## config.mk

```make
export PLATFORM = sky130hd
export DESIGN_NAME = weighted_reservoir_picker_unit
export DESIGN_NICKNAME = d
export VERILOG_FILES = /design/src/design/wrp_pkg.sv /design/src/design/wrp_front.sv /design/src/design/wrp_back.sv /design/src/design/weighted_reservoir_picker_unit.sv
export VERILOG_INCLUDE_DIRS = /design/src /design/src/design
export SDC_FILE = /design/constraint.sdc
export NUM_CORES = 2
export LEC_CHECK = 0
export BUFFER_PORTS_ARGS = -buffer_cell sky130_fd_sc_hd__buf_4
export CAP_MARGIN = 40
export CORE_MARGIN = 2
export CORE_UTILIZATION = 55
export DETAILED_ROUTE_END_ITERATION = 10
export GPL_TIMING_DRIVEN = 0
export HOLD_SLACK_MARGIN = 0.05
export PLACE_DENSITY = 0.74
export SLEW_MARGIN = 40
export SYNTH_ARGS = -nofsm -noshare
export SYNTH_HDL_FRONTEND = slang
export SYNTH_HIERARCHICAL = 1
export SYNTH_SLANG_ARGS = --single-unit
```

## constraint.sdc

```tcl
create_clock -name clk -period 39.3 [get_ports clk]
set_clock_uncertainty 0.2 [all_clocks]
set_input_delay 3.93 -clock clk [delete_from_list [all_inputs] [get_ports clk]]
set_output_delay 3.93 -clock clk [all_outputs]
set_load 0.03 [all_outputs]
```

## src/design/weighted_reservoir_picker_unit_assert.svh

```systemverilog
// Assertion macros used by wrp_back.
// WRP_ASSERT_IMP checks that a condition holds in the same cycle as its trigger.
// WRP_ASSERT_NXT checks that a condition holds in the cycle after its trigger.
// Defining ASSERT_OFF turns both macros into empty text.
`ifndef WEIGHTED_RESERVOIR_PICKER_UNIT_ASSERT_SVH
`define WEIGHTED_RESERVOIR_PICKER_UNIT_ASSERT_SVH
`ifndef ASSERT_OFF
`define WRP_ASSERT_IMP(lbl, clk, rst, ante, cons) \
  lbl: assert property (@(posedge clk) disable iff (rst) (ante) |-> (cons)) \
    else $error("assertion failed");
`define WRP_ASSERT_NXT(lbl, clk, rst, ante, cons) \
  lbl: assert property (@(posedge clk) disable iff (rst) (ante) |=> (cons)) \
    else $error("assertion failed");
`else
`define WRP_ASSERT_IMP(lbl, clk, rst, ante, cons)
`define WRP_ASSERT_NXT(lbl, clk, rst, ante, cons)
`endif
`endif

```

## src/design/wrp_pkg.sv

```systemverilog
`default_nettype none

package wrp_pkg;

  localparam int FIELD_BITS     = 32;
  localparam int TOTAL_BITS     = 64;
  localparam int MAX_DRAWS      = 64;
  localparam int DRAW_CNT_BITS  = 7;
  localparam int REG_INDEX_BITS = 1;

  localparam logic [REG_INDEX_BITS-1:0] REG_IDX_PRNG_SEED = 1'b0;
  localparam logic [FIELD_BITS-1:0]     COUNT_MAX         = 32'hFFFF_FFFF;

  // One queued item, already masked to the configured widths.
  typedef struct packed {
    logic                  start;
    logic                  wzero;
    logic [FIELD_BITS-1:0] weight;
    logic [FIELD_BITS-1:0] id;
  } item_t;

  typedef enum logic [2:0] {
    B_IDLE,
    B_PREP,
    B_CALC,
    B_DRAW,
    B_EMIT
  } back_state_t;

  // Sets every bit below the highest set bit, giving 2^n - 1 for bit length n.
  function automatic logic [TOTAL_BITS-1:0] smear64(input logic [TOTAL_BITS-1:0] v);
    logic [TOTAL_BITS-1:0] s;
    s = v;
    for (int i = 0; i < 6; i++) begin
      s = s | (s >> (1 << i));
    end
    return s;
  endfunction

  // Whole-byte mask covering the byte length of v, at least one byte.
  function automatic logic [TOTAL_BITS-1:0] byte_cap_mask(input logic [TOTAL_BITS-1:0] v);
    logic [TOTAL_BITS-1:0] m;
    m = '0;
    for (int k = 0; k <= 7; k++) begin
      if (k == 0 || (v >> (8 * k)) != '0) begin
        m[8*k +: 8] = 8'hff;
      end
    end
    return m;
  endfunction

  function automatic logic [TOTAL_BITS-1:0] xorshift64(input logic [TOTAL_BITS-1:0] v);
    logic [TOTAL_BITS-1:0] x;
    x = v;
    x = x ^ (x << 13);
    x = x ^ (x >> 7);
    x = x ^ (x << 17);
    return x;
  endfunction

endpackage

`default_nettype wire

```

## src/design/wrp_front.sv

```systemverilog
`default_nettype none

module wrp_front #(
  parameter int WEIGHT_BITS = 32,
  parameter int ID_BITS     = 32
) (
  input  logic                          clk,
  input  logic                          rst,
  input  logic                          in_valid,
  output logic                          in_stall,
  input  logic                          start_req,
  input  logic [wrp_pkg::FIELD_BITS-1:0] weight,
  input  logic [wrp_pkg::FIELD_BITS-1:0] item_id,
  output wrp_pkg::item_t                head,
  output logic                          head_valid,
  input  logic                          head_pop
);
  import wrp_pkg::*;

  // Two-entry queue between the input channel and the sequencer.
  item_t       slots [2];
  logic        wr_ptr;
  logic        rd_ptr;
  logic [1:0]  count;
  logic        push;
  logic        pop;
  item_t       incoming;

  always_comb begin
    incoming.start  = start_req;
    incoming.weight = FIELD_BITS'(weight[WEIGHT_BITS-1:0]);
    incoming.wzero  = (weight[WEIGHT_BITS-1:0] == '0);
    incoming.id     = FIELD_BITS'(item_id[ID_BITS-1:0]);
  end

  assign in_stall   = (count == 2'd2);
  assign push       = in_valid && !in_stall;
  assign head_valid = (count != 2'd0);
  assign pop        = head_pop && head_valid;
  assign head       = slots[rd_ptr];

  always_ff @(posedge clk) begin
    if (push) begin
      slots[wr_ptr] <= incoming;
    end
  end

  always_ff @(posedge clk) begin
    if (rst) begin
      wr_ptr <= 1'b0;
      rd_ptr <= 1'b0;
      count  <= 2'd0;
    end else begin
      if (push) begin
        wr_ptr <= !wr_ptr;
      end
      if (pop) begin
        rd_ptr <= !rd_ptr;
      end
      count <= count + 2'(push) - 2'(pop);
    end
  end

endmodule

`default_nettype wire

```

## src/design/wrp_back.sv

```systemverilog
`default_nettype none
`include "weighted_reservoir_picker_unit_assert.svh"

module wrp_back #(
  parameter int WEIGHT_BITS = 32,
  parameter int ID_BITS     = 32
) (
  input  logic                           clk,
  input  logic                           rst,
  input  logic [wrp_pkg::TOTAL_BITS-1:0] seed,
  input  wrp_pkg::item_t                 head,
  input  logic                           head_valid,
  output logic                           head_pop,
  output logic                           out_valid,
  input  logic                           out_stall,
  output logic [wrp_pkg::FIELD_BITS-1:0] winner_id,
  output logic                           have_winner,
  output logic [wrp_pkg::TOTAL_BITS-1:0] weight_sum,
  output logic [wrp_pkg::FIELD_BITS-1:0] items_seen,
  output logic                           overflow
);
  import wrp_pkg::*;

  back_state_t state;
  back_state_t state_next;

  logic [TOTAL_BITS-1:0]    total;
  logic [TOTAL_BITS-1:0]    tm1;
  logic [TOTAL_BITS-1:0]    smear_r;
  logic [TOTAL_BITS-1:0]    mask;
  logic [TOTAL_BITS-1:0]    slop;
  logic [TOTAL_BITS-1:0]    prng_word;
  logic [ID_BITS-1:0]       winner_reg;
  logic                     winner_valid;
  logic [FIELD_BITS-1:0]    item_count;
  logic                     ovf;
  logic [WEIGHT_BITS-1:0]   cur_w;
  logic [ID_BITS-1:0]       cur_id;
  logic [DRAW_CNT_BITS-1:0] draw_cnt;

  logic                     out_load;

  // Accumulate step, taken straight from the queue head.
  logic [TOTAL_BITS-1:0]    base_total;
  logic [TOTAL_BITS:0]      sum;
  logic [TOTAL_BITS-1:0]    new_total;
  logic [FIELD_BITS-1:0]    base_count;
  logic [TOTAL_BITS-1:0]    cap_mask;

  // Draw step.
  logic [TOTAL_BITS-1:0]    prng_nxt;
  logic [TOTAL_BITS-1:0]    r;
  logic [TOTAL_BITS:0]      diff;
  logic                     hit;
  logic                     win;
  logic                     last_draw;

  always_comb begin
    base_total = head.start ? '0 : total;
    base_count = head.start ? '0 : item_count;
    sum        = {1'b0, base_total} + (TOTAL_BITS + 1)'(head.weight[WEIGHT_BITS-1:0]);
    new_total  = sum[TOTAL_BITS] ? '1 : sum[TOTAL_BITS-1:0];
    cap_mask   = smear_r & byte_cap_mask(tm1);
    prng_nxt   = xorshift64(prng_word);
    r          = prng_nxt & mask;
    diff       = {1'b0, r} - {1'b0, slop};
    hit        = !diff[TOTAL_BITS];
    win        = hit && (diff[TOTAL_BITS-1:0] < TOTAL_BITS'(cur_w));
    last_draw  = (draw_cnt == DRAW_CNT_BITS'(MAX_DRAWS - 1));
  end

  always_ff @(posedge clk) begin
    if (rst) begin
      state <= B_IDLE;
    end else begin
      state <= state_next;
    end
  end

  always_comb begin
    state_next = state;
    head_pop   = 1'b0;
    out_load   = 1'b0;
    case (state)
      B_IDLE: begin
        if (head_valid) begin
          head_pop   = 1'b1;
          state_next = head.wzero ? B_EMIT : B_PREP;
        end
      end
      B_PREP: state_next = B_CALC;
      B_CALC: state_next = B_DRAW;
      B_DRAW: begin
        if (hit || last_draw) begin
          state_next = B_EMIT;
        end
      end
      B_EMIT: begin
        if (!out_valid || !out_stall) begin
          out_load   = 1'b1;
          state_next = B_IDLE;
        end
      end
      default: state_next = B_IDLE;
    endcase
  end

  always_ff @(posedge clk) begin
    if (rst) begin
      total        <= '0;
      winner_reg   <= '0;
      winner_valid <= 1'b0;
      item_count   <= '0;
      ovf          <= 1'b0;
      prng_word    <= TOTAL_BITS'(1);
    end else begin
      case (state)
        B_IDLE: begin
          if (head_valid) begin
            total      <= new_total;
            ovf        <= (ovf && !head.start) || sum[TOTAL_BITS];
            item_count <= (base_count == COUNT_MAX) ? base_count : base_count + 1'b1;
            cur_w      <= head.weight[WEIGHT_BITS-1:0];
            cur_id     <= head.id[ID_BITS-1:0];
            if (head.start) begin
              winner_reg   <= '0;
              winner_valid <= 1'b0;
              prng_word    <= (seed != '0) ? seed : TOTAL_BITS'(1);
            end
          end
        end
        B_PREP: begin
          tm1     <= total - 1'b1;
          smear_r <= smear64(total);
        end
        B_CALC: begin
          mask     <= cap_mask;
          slop     <= cap_mask - tm1;
          draw_cnt <= '0;
        end
        B_DRAW: begin
          prng_word <= prng_nxt;
          draw_cnt  <= draw_cnt + 1'b1;
          if (win) begin
            winner_reg   <= cur_id;
            winner_valid <= 1'b1;
          end
        end
        default: begin
        end
      endcase
    end
  end

  // Output register: the queue keeps filling while a result waits here.
  always_ff @(posedge clk) begin
    if (rst) begin
      out_valid <= 1'b0;
    end else if (out_load) begin
      out_valid <= 1'b1;
    end else if (!out_stall) begin
      out_valid <= 1'b0;
    end
  end

  always_ff @(posedge clk) begin
    if (out_load) begin
      winner_id    <= FIELD_BITS'(winner_reg);
      have_winner  <= winner_valid;
      weight_sum   <= total;
      items_seen   <= item_count;
      overflow     <= ovf;
    end
  end

  `WRP_ASSERT_IMP(a_draw_total_nonzero, clk, rst, state == B_DRAW, total != '0)
  `WRP_ASSERT_IMP(a_draw_mask_nonzero, clk, rst, state == B_DRAW, mask[0])
  `WRP_ASSERT_IMP(a_draw_bounded, clk, rst, state == B_DRAW,
                  draw_cnt < DRAW_CNT_BITS'(MAX_DRAWS))
  `WRP_ASSERT_IMP(a_no_winner_clear, clk, rst, !winner_valid, winner_reg == '0)
  `WRP_ASSERT_NXT(a_emit_loads, clk, rst, out_load, out_valid && state == B_IDLE)

endmodule

`default_nettype wire

```

## src/design/weighted_reservoir_picker_unit.sv

```systemverilog
// One item at a time runs through the shared sequencer (accumulate, mask prep, slop,
// draw loop, emit) in wrp_back, which takes the next item only after emitting the last;
// an item of zero weight skips from accumulate straight to emit.
// Reset (rst, synchronous, active high): queue and result emptied, total, count,
// winner and overflow cleared, generator word and seed register set to one.
`default_nettype none

module weighted_reservoir_picker_unit #(
  parameter int WEIGHT_BITS = 32,
  parameter int ID_BITS     = 32
) (
  input  logic        clk,
  input  logic        rst,
  // Configuration port.
  input  logic        psel,
  input  logic        penable,
  input  logic        pwrite,
  input  logic [3:0]  paddr,
  input  logic [63:0] pwdata,
  output logic [63:0] prdata,
  output logic        pready,
  // Item channel.
  input  logic        in_valid,
  output logic        in_stall,
  input  logic        start_req,
  input  logic [31:0] weight,
  input  logic [31:0] item_id,
  // Result channel.
  output logic        out_valid,
  input  logic        out_stall,
  output logic [31:0] winner_id,
  output logic        have_winner,
  output logic [63:0] weight_sum,
  output logic [31:0] items_seen,
  output logic        overflow
);
  import wrp_pkg::*;

  // The seed register is 64 bits wide, so registers sit on 8-byte slots and
  // paddr[3] selects the register. Only slot zero holds anything.
  logic [TOTAL_BITS-1:0]     prng_seed;
  logic [REG_INDEX_BITS-1:0] reg_index;
  logic                      cfg_write;

  item_t                     head;
  logic                      head_valid;
  logic                      head_pop;

  assign pready    = 1'b1;
  assign reg_index = paddr[3];
  assign cfg_write = psel && penable && pwrite && pready;
  assign prdata    = (reg_index == REG_IDX_PRNG_SEED) ? prng_seed : '0;

  // The seed is only copied into the generator when an item with start_req
  // set reaches the sequencer, so a write takes effect at the next start.
  always_ff @(posedge clk) begin
    if (rst) begin
      prng_seed <= TOTAL_BITS'(1);
    end else if (cfg_write && reg_index == REG_IDX_PRNG_SEED) begin
      prng_seed <= pwdata;
    end
  end

  // Front end: takes each transfer, masks weight and identifier to their
  // configured widths, flags zero weights and queues the item.
  wrp_front #(
    .WEIGHT_BITS (WEIGHT_BITS),
    .ID_BITS     (ID_BITS)
  ) u_front (
    .clk        (clk),
    .rst        (rst),
    .in_valid   (in_valid),
    .in_stall   (in_stall),
    .start_req  (start_req),
    .weight     (weight),
    .item_id    (item_id),
    .head       (head),
    .head_valid (head_valid),
    .head_pop   (head_pop)
  );

  // Back end: accumulates the total, runs the rejection draws on the
  // xorshift generator, updates the winner and registers the result.
  wrp_back #(
    .WEIGHT_BITS (WEIGHT_BITS),
    .ID_BITS     (ID_BITS)
  ) u_back (
    .clk          (clk),
    .rst          (rst),
    .seed         (prng_seed),
    .head         (head),
    .head_valid   (head_valid),
    .head_pop     (head_pop),
    .out_valid    (out_valid),
    .out_stall    (out_stall),
    .winner_id    (winner_id),
    .have_winner  (have_winner),
    .weight_sum   (weight_sum),
    .items_seen   (items_seen),
    .overflow     (overflow)
  );

endmodule

`default_nettype wire

```

==> flow_summary.json <==
{
  "clk_pin_slew_ns": 0.06,
  "ys.flop_type": "edfxtp_1",
  "total_power_uw": 3770,
  "grt_max_degree": 35,
  "finalCritPeriodShare_pct": 23.1,
  "top_register": "u_front/slots",
  "cts_htree_levels": 3,
  "seq_area_frac_synth_pct": 49.2,
  "final_layout_size_suffix_gt1_share_pct": 13.1,
  "hpwl_um": 116000,
  "setup_ws_ns": 30.23,
  "viasPerCell": 5.89,
  "grt_pass1_vias": 35100,
  "setup_viol_count_final": 0,
  "rsz0062_at_grt": "no",
  "num_antenna_cells": 0,
  "syn_avg_cell_area_um2": 10.1,
  "cts_hold_buf": 0,
  "finalCriticalPeriod_ns": 9.07,
  "num_vias": 37200,
  "start_util_pct": 55.7,
  "worstMarginPinSlew_ns": 0.888,
  "area_growth_pct": 16.2,
  "powerDensity_nw_per_um2": 69.4,
  "cts_resized": 0,
  "drc": 0,
  "cts_setup_buffers": 0,
  "wl_per_cell_um": 23.1,
  "crit_type": "in -> out",
  "synth_cell_type_count": 99,
  "synth_edf_count": 589,
  "first_iter_violations": 3886,
  "drv_cap": 0,
  "p_leak_uw": 0.0211,
  "grt_overflow": 0,
  "slew_viol_final": 0,
  "drt-total-wl_um": 146000,
  "port_buffers": 332,
  "startpoint_type": "primary input",
  "synthesis.instances": 4622,
  "place_ws_ns": 29.93,
  "drt_pass1_iterations": 7,
  "fin_nets": 5452,
  "finalHoldViolations": 0,
  "async_flop_share_pct": 0,
  "synth_area_um2": 46800,
  "dpl-instance-area_um2": 51400,
  "fp-row-count": 106,
  "largest_reg_flops": 132,
  "clock_path_buffers": 3,
  "yosysWarnings": 6,
  "fin_area_um2": 54400,
  "numCtsBuffers": 89,
  "grt_use_total_pct": 32.8,
  "status": "complete, no violations",
  "fin_tns_setup_ns": 0,
  "finalHoldWorstSlack_ns": 0.233,
  "num_io_pins": 337,
  "hold_path_class": "reg -> reg",
  "gp_congestion": 0.971,
  "grt_first_pass_wirelength_um": 215000,
  "ys_seq_elements": 856,
  "slew_headroom_pct": 40.2,
  "syn_nets": 4962,
  "cts.sinks": 856,
  "root_buffer": "clkbuf_16",
  "die-area_um2": 87400,
  "die_w_um": 296,
  "vdd_drop_max_mv": 0.0497,
  "crit_path_end_kind": "primary output",
  "fmax_ghz": 0.110,
  "antenna_found_initial": 5,
  "arrival_ns": 4.94,
  "path_max_fanout": 10,
  "critPathRequiredTime_ns": 35.17,
  "core_um2": 84000,
  "cts_tree": "done",
  "clock_latency_ns": 0.69,
  "die_y_um": 296,
  "final_antenna_net_count": 0
}
-- layout by cell type (no fill, tap or decap), types with 80 or more instances in the layout --
master	n
nand3_1	122
nor3_1	80
clkbuf_16	90
xor2_1	131
xnor2_1	238
nor2b_1	169
buf_4	341
nand2_1	389
nand2b_1	141
and2_1	88
inv_1	238
nor2_1	404
dfxtp_1	267
ha_1	197
edfxtp_1	589
mux2i_1	104
o21ai_0	142
nor4_1	83
clkbuf_1	155
a21oi_1	276
-- through the flow --
step	utilization, %	instances
6_report	64.7	6318
2_1_floorplan	-	4622
5_1_grt	64.7	6318
3_3_place_gp	60.4	6088
3_5_place_dp	61.2	6154
4_1_cts	64.7	6317
-- synthesized netlist by cell type, types with 72 or more instances --
cell,count,area [um2]
nor2_1,406,1520
nand2b_1,141,882
and2_1,88,551
edfxtp_1,589,17700
nand4_1,73,457
mux2i_1,104,1040
nand2_1,389,1460
or3_1,72,450
nor2b_1,169,1060
dfxtp_1,267,5350
nor3_1,81,405
xnor2_1,252,2210
nand3_1,122,611
o21ai_0,143,716
clkbuf_1,147,552
ha_1,197,2460
a21oi_1,277,1390
inv_1,239,897
xor2_1,134,1170
nor4_1,87,544
-- area by class of cell --
class                      instances  area (um2)
tap                             1134        1420
timing repair buffer             399        3000
clock inverter                    49         490
inverter                         242         913
clock buffer                     114        2420
buffer                           210        1160
sequential                       856       23000
fill                            6734       29600
multi-input combinational       3314       21900
-- cells by family (layout without fill, tap and decap cells) --
| family | count (synthesis) | in the layout | share of synthesized area (%) |
|---|---|---|---|
| buffers and inverters | 452 | 1014 | 4.40 |
| other | 1 | 1 | 0.00801 |
| adder cells (fa/ha/maj) | 200 | 200 | 5.40 |
| AO/OA/AOI/OAI | 802 | 802 | 11.0 |
| XOR/XNOR | 386 | 386 | 7.23 |
| AND/OR/NAND/NOR | 1754 | 1754 | 18.9 |
| multiplexers | 171 | 171 | 3.84 |
| flip-flops | 856 | 856 | 49.2 |
-- report_power, final --
part | total (uW) | switching, uW | internal, uW
Combinational | 1700 | 1120 | 585
Clock | 837 | 369 | 468
Sequential | 1230 | 87.1 | 1140
Total | 3770 | 1580 | 2200
-- worst max-delay path, cell delays in order --
cell and delay [ns]:
buf_4 0.08, buf_2 0.24, clkbuf_1 0.39, nor2b_1 0.11, buf_4 0.19
-- routing by layer --
metal,GRT usage [%],part of all wire (%)
met5,0,0
met4,14.1,4.6
met3,5.38,8.7
met2,51.1,45
met1,45.4,41
-- path summary, 6_finish.rpt --
path | from | endpoint | slack [ns] | cells past startpoint
worst max-delay path | paddr[3] | prdata[60] | 30.23 | 5
worst min-delay path | u_back/winner_reg[4] | u_back/winner_id[4] | 0.23 | 0
worst max register to register | u_back/tm1[61] | u_back/slop[59] | 30.85 | 24
worst min register to register | u_back/winner_reg[4] | u_back/winner_id[4] | 0.23 | 0
No activity file was read; power rests on OpenSTA's default activity.
